==> src/rtl/si_pkg.sv <==
// ----------------------------------------------------------------------------
// si_pkg: shared types and constants for the segment intersection pipeline
// Beat layouts, latencies and the fixed-point constants used by all modules.
// ----------------------------------------------------------------------------
package si_pkg;

	localparam int DIFF_W   = 33;              // difference of two Q16.16 values
	localparam int PROD_W   = 2 * DIFF_W;      // exact product of two differences
	localparam int WIDE_W   = PROD_W + 1;      // determinant and numerators
	localparam int FRAC_SH  = 16;
	localparam int QUO_BITS = 32;
	localparam int DIV_LAT  = QUO_BITS + 3;    // abs, range check, steps, saturate
	localparam int LERP_LAT = 2;
	localparam int PIPE_LAT = 3 + DIV_LAT + LERP_LAT + 1;

	localparam logic signed [31:0] Q_ONE   = 32'sh0001_0000;
	localparam logic signed [31:0] Q_ZERO  = 32'sh0000_0000;
	localparam logic signed [31:0] SAT_MAX = 32'sh7FFF_FFFF;
	localparam logic signed [31:0] SAT_MIN = 32'sh8000_0000;

	typedef struct packed {
		logic signed [31:0] a_x;
		logic signed [31:0] a_y;
		logic signed [31:0] b_x;
		logic signed [31:0] b_y;
		logic signed [31:0] c_x;
		logic signed [31:0] c_y;
		logic signed [31:0] d_x;
		logic signed [31:0] d_y;
	} item_t;

	typedef struct packed {
		logic signed [31:0] ab_fraction;
		logic signed [31:0] cd_fraction;
		logic signed [31:0] cross_x;
		logic signed [31:0] cross_y;
		logic               hit;
		logic               lines_parallel;
	} result_t;

	// values that ride alongside the dividers
	typedef struct packed {
		logic signed [31:0]       ax;
		logic signed [31:0]       ay;
		logic signed [DIFF_W-1:0] abx;
		logic signed [DIFF_W-1:0] aby;
		logic                     par;
	} side_t;

	// values that ride alongside the point interpolation
	typedef struct packed {
		logic signed [31:0] r;
		logic signed [31:0] s;
		logic signed [31:0] ax;
		logic signed [31:0] ay;
		logic               par;
	} tail_t;

endpackage

==> src/rtl/si_lerp.sv <==
// ----------------------------------------------------------------------------
// si_lerp: point interpolation a + floor(r * delta / 2^16), saturated
// Two register stages: product, then shift, add and clamp.
// ----------------------------------------------------------------------------
module si_lerp (
	input  logic                                clk,
	input  logic signed [31:0]                  a,
	input  logic signed [31:0]                  r,
	input  logic signed [si_pkg::DIFF_W-1:0]    delta,
	output logic signed [31:0]                  pt
);

	localparam int PW = 32 + si_pkg::DIFF_W;
	localparam int FW = PW - si_pkg::FRAC_SH;
	localparam int SW = FW + 1;

	logic signed [PW-1:0] prod_s1;
	logic signed [31:0]   a_s1;
	logic signed [SW-1:0] sum;

	always_ff @(posedge clk) begin
		prod_s1 <= PW'(r) * PW'(delta);
		a_s1    <= a;
	end

	// arithmetic shift gives the floor
	assign sum = SW'(a_s1) + SW'($signed(prod_s1[PW-1:si_pkg::FRAC_SH]));

	always_ff @(posedge clk) begin
		if (sum[SW-1:31] == '0 || sum[SW-1:31] == '1) begin
			pt <= sum[31:0];
		end else begin
			pt <= sum[SW-1] ? si_pkg::SAT_MIN : si_pkg::SAT_MAX;
		end
	end

endmodule

==> config.mk <==
export PLATFORM = sky130hd
export DESIGN_NAME = si_lerp
export DESIGN_NICKNAME = d
export VERILOG_FILES = /design/src/rtl/si_pkg.sv /design/src/rtl/si_lerp.sv
export SDC_FILE = /design/constraint.sdc
export NUM_CORES = 2
export LEC_CHECK = 0
export BUFFER_PORTS_ARGS = -buffer_cell sky130_fd_sc_hd__buf_2
export CAP_MARGIN = 10
export CORE_UTILIZATION = 61
export CTS_BUF_LIST = sky130_fd_sc_hd__clkbuf_4
export DETAILED_ROUTE_END_ITERATION = 12
export PLACE_DENSITY = 0.88
export REMOVE_ABC_BUFFERS = 1
export SETUP_SLACK_MARGIN = 0.05
export SYNTH_ARGS = -nofsm -noshare
export SYNTH_HDL_FRONTEND = slang
export SYNTH_SLANG_ARGS = --single-unit
==> constraint.sdc <==
create_clock -name clk -period 10.8 [get_ports clk]
set_input_delay 2.16 -clock clk [delete_from_list [all_inputs] [get_ports clk]]
set_output_delay 2.16 -clock clk [all_outputs]
set_load 0.05 [all_outputs]
Word level (Yosys, flattened, before mapping) --
Cells that the tools add are included.
Storage, ports and cells: logic and storage cells 10, output and inout port bits 32, register bits 129
Cells by class: equality and inequality tests 1, add/subtract/negate cells 1, reduce and logical (&&, ||, !) cells 2, multipliers 1, mux-type cells 2
Operator list (count):
- $mul 32x33->65 | 1
- $mux 32 | 2
- $add 32x49->50 | 1
- $eq 19x19->1 const B | 1
- $logic_not 19->1 | 1
- $logic_or 1x1->1 | 1

Depth between registers and ports, before layout --
depth after elaboration 4, mapped depth 29, mapped depth without buffers 28

Worst setup path before layout --
Ideal clock, no wire load.
path kind input to register, from input port delta[32] in the netlist's numbering, to register prod_s1[64], arrival time 9.421 ns, library setup time 0.124 ns, stages on the path 29, path slack 1.255 ns, cell sequence clkbuf_1 -> nand2_1 -> inv_1 -> fa_1 -> inv_1 -> fa_1 -> inv_1 -> fa_1 -> fa_1 -> inv_1 -> fa_1 -> inv_1 -> fa_1 -> inv_1 -> fa_1 -> inv_1 -> fa_1 -> ha_1 -> nand2_1 -> nand2_1 -> a21o_1 -> a21oi_1 -> and2_1 -> a32oi_1 -> o21ai_1 -> or3_1 -> a21boi_2 -> a311oi_1 -> xnor2_1
Between the ends: cells in the longest elaborated chain, start to end 1
Ends and longest elaborated chain:
- from (decl) | RTL line si_lerp.sv:9 | input logic signed [si_pkg::DIFF_W-1:0] delta,
- $mul 32x33->65 | RTL line si_lerp.sv:22 | prod_s1 <= PW'(r) * PW'(delta);
- to (signal assigned) | RTL line si_lerp.sv:22
- to (decl) | RTL line si_lerp.sv:17 | logic signed [PW-1:0] prod_s1;
Every way passes these cells.

Final worst setup path --
from input port r[8], to register prod_s1[62]
Between the ends: cells in the longest elaborated chain, start to end 1
Ends and longest elaborated chain:
- from (decl) | RTL line si_lerp.sv:8 | input logic signed [31:0] r,
- $mul 32x33->65 | RTL line si_lerp.sv:22
Every way passes these cells.

==> run_results.csv <==
group,metric,value,unit
setup_path,worst_path_max_delay_cell,"buf_2",
clock_tree,cts_resized,0,
yosys,ys_async_sr_fraction,0,
global_routing,grt_overflow_total,0,
clock_tree,htree_levels,4,
placed_design,routabilityCongestion,0.971,
setup_path,crit_arrival,10.56,ns
sta,setup_viol,0,
setup_path,rr_startpoint,"a_s1[31]$_DFF_P_",
finish,syn_to_final_growth,3.79,%
sta,finalHoldViolations,0,
placed_design,hpwl,93800,um
floorplan,die_area,0.0696,mm2
hold_path,holdCritStartpoint,"prod_s1[16]$_DFF_P_",
yosys,yosysWarnings,0,
global_routing,use_met1,0.391,
clock_tree,clock-sinks,113,
setup_path,cp_num_buf_inv,6,
clock_tree,cts_buffer_depth,2,
setup_path,cp_slowest_stage_delay,0.62,ns
global_routing,grt_max_degree,34,
global_routing,grt_pass1_vias,35700,
placed_design,place_inst,5264,
sta,finClkSkew,0.0226,ns
sta,finalCriticalPeriod,10.07,ns
floorplan,core,0.0675,mm2
yosys,ys_seq_elements,113,
clock_tree,tritoncts,"done",
global_routing,grtUsageMet3,0.0790,
route,drc,0,
clock_tree,path_clk_slew,0.12,ns
setup_path,crit_start,"r[8]",
hold_path,worstHoldPathType,"reg2reg",
route,totalWireLength,115000,um
setup_path,endpoint_kind,"flip-flop",
clock_tree,numCtsBuffers,17,
sta,post-route-period-util,0.933,
yosys,synth_area,0.0418,mm2
global_routing,grt-busiest-layer,"met2",
floorplan,rows,95,
setup_path,cp_common_cell,"fa_1",
clock_tree,root_buffer,"clkbuf_4",
sta,worst_pin_slew,1.10,ns
finish,final_common_cell,"fa_1",
floorplan,fp.dieH,264,um
finish,finish.net_count,5851,
clock_tree,postCtsSetupBuffers,0,
run_status,status,"finished clean",
setup_path,worst_setup_path_start_kind,"primary input",
yosys,ys_types,83,
sta,grt_setup_unrepaired,"false",
sta,fmax,99.3,MHz
route,viasPerCell,5.87,
clock_tree,ctsHoldBuffers,0,
sta,drv_slew,0,
floorplan,die_w,264,um
global_routing,antenna_found_initial,4,
yosys,ys_seq_area_frac,0.0541,
yosys,ys.flop_type,"dfxtp_1",
yosys,syn_inst,4420,
finish,stdcell_count,5298,
route,firstDrtPassIters,6,
floorplan,start_util,0.620,
floorplan,io_pins,130,
global_routing,grt.total_usage,0.349,
finish,layout-drive-gt1-share,0.0649,
run,drv_cap,0,
route,first_iter_violations,2572,
finish,layout_common_cells,"fa_1 (1112), inv_1 (1012), nand2_1 (571), and2_1 (522), ha_1 (231)",
yosys,avgSynthCellArea,9.46,um2
yosys,synth_edf_count,0,
setup_path,worst-setup-path-type,"in2reg",
global_routing,grt.met2_usage,0.580,
global_routing,grt_pass1_wl,185000,um
clock_tree,clk_latency,0.57,ns
route,detail_route.wl_per_cell,21.7,um
route,vias,31100,
setup_path,required,11.29,ns
placed_design,port_buffers,129,
sta,relSlewSlack,0.258,
route,antenna_left,0,
setup_path,critPathTopFamily,"adder cells",
setup_path,worstPathMaxFanout,33,
sta,fin_tns_setup,0,ns
[area by class of cell]
class                           count  area, um2
Timing Repair Buffer              191       1150
Multi-Input combinational cell   3073      34800
Inverter                         1014       3810
Antenna cell                        2       5.00
Fill cell                        5015      24100
Clock inverter                     15        159
Clock buffer                       17        128
Sequential cell                   113       2260
Tap cell                          873       1090
[layer usage]
metal | share of wire | wire [um]
met1 | 0.33 | 38000
met2 | 0.48 | 55600
met3 | 0.094 | 10800
met4 | 0.092 | 10500
met5 | 0.00020 | 23
[kinds of logic after synthesis]
| logic type | count (synthesis) | share of synthesized area |
|---|---|---|
| compound gates | 321 | 0.0538 |
| xor+xnor | 102 | 0.0215 |
| fa+ha+maj | 1343 | 0.601 |
| buf+inv | 1234 | 0.114 |
| flops | 113 | 0.0541 |
| simple gates | 1307 | 0.156 |
[state kept, by name, indices dropped and copies added (netlist names)]
name,cells
prod_s1,49
a_s1,32
pt,32
[final timing paths]
kind	end	slack (ns)	cells after the start
hold reg to reg	pt[0]$_DFF_P_	0.63	3
setup reg to reg	pt[0]$_DFF_P_	5.83	12
hold / removal	pt[0]$_DFF_P_	0.63	3
setup / recovery	prod_s1[62]$_DFF_P_	0.73	27
[cell usage after synthesis, drive strengths merged, types with 4 or more instances]
cell	number	area, um2
nand4	20	131
nor3	21	105
buf	23	209
and2	522	3270
a211o	4	36.3
inv	1013	3800
nand2	572	2150
clkbuf	197	739
a221oi	5	43.8
a21oi	117	721
or3	4	25.0
o31ai	4	62.6
o221ai	4	35.0
o21bai	15	113
a31oi	12	75.1
dfxtp	113	2260
ha	231	2890
o21ai	55	287
nand2b	19	119
xor2	38	340
and4	5	43.8
a21o	29	223
nand3	20	105
o211ai	18	150
fa	1112	22300
nor2b	5	31.3
o21a	11	82.6
a211oi	13	97.6
and3	7	45.1
nor2	93	349
nor4	5	31.3
xnor2	64	561
[through the flow]
stage	hold WS, ns	util	area, um2	setup slack (ns)
detailed placement	0.593	0.639	43100	0.343
floorplan	0.553	-	40900	1.50
global placement	0.595	0.639	43100	0.565
finish	0.632	0.643	43400	0.728
CTS	0.635	0.643	43400	0.950
global route	0.686	0.643	43400	0.387
[worst register-to-register path: cells and delay by family (launching register included)]
kind                     cells  cell delay [ns]
adder cells (fa/ha/maj)      1             0.47
flip-flops                   1             0.81
AO/OA/AOI/OAI               11             3.54
Power is left out: the tool's default activity adds up to more than one toggle a clock period on the data nets, which glitch-free logic cannot reach.
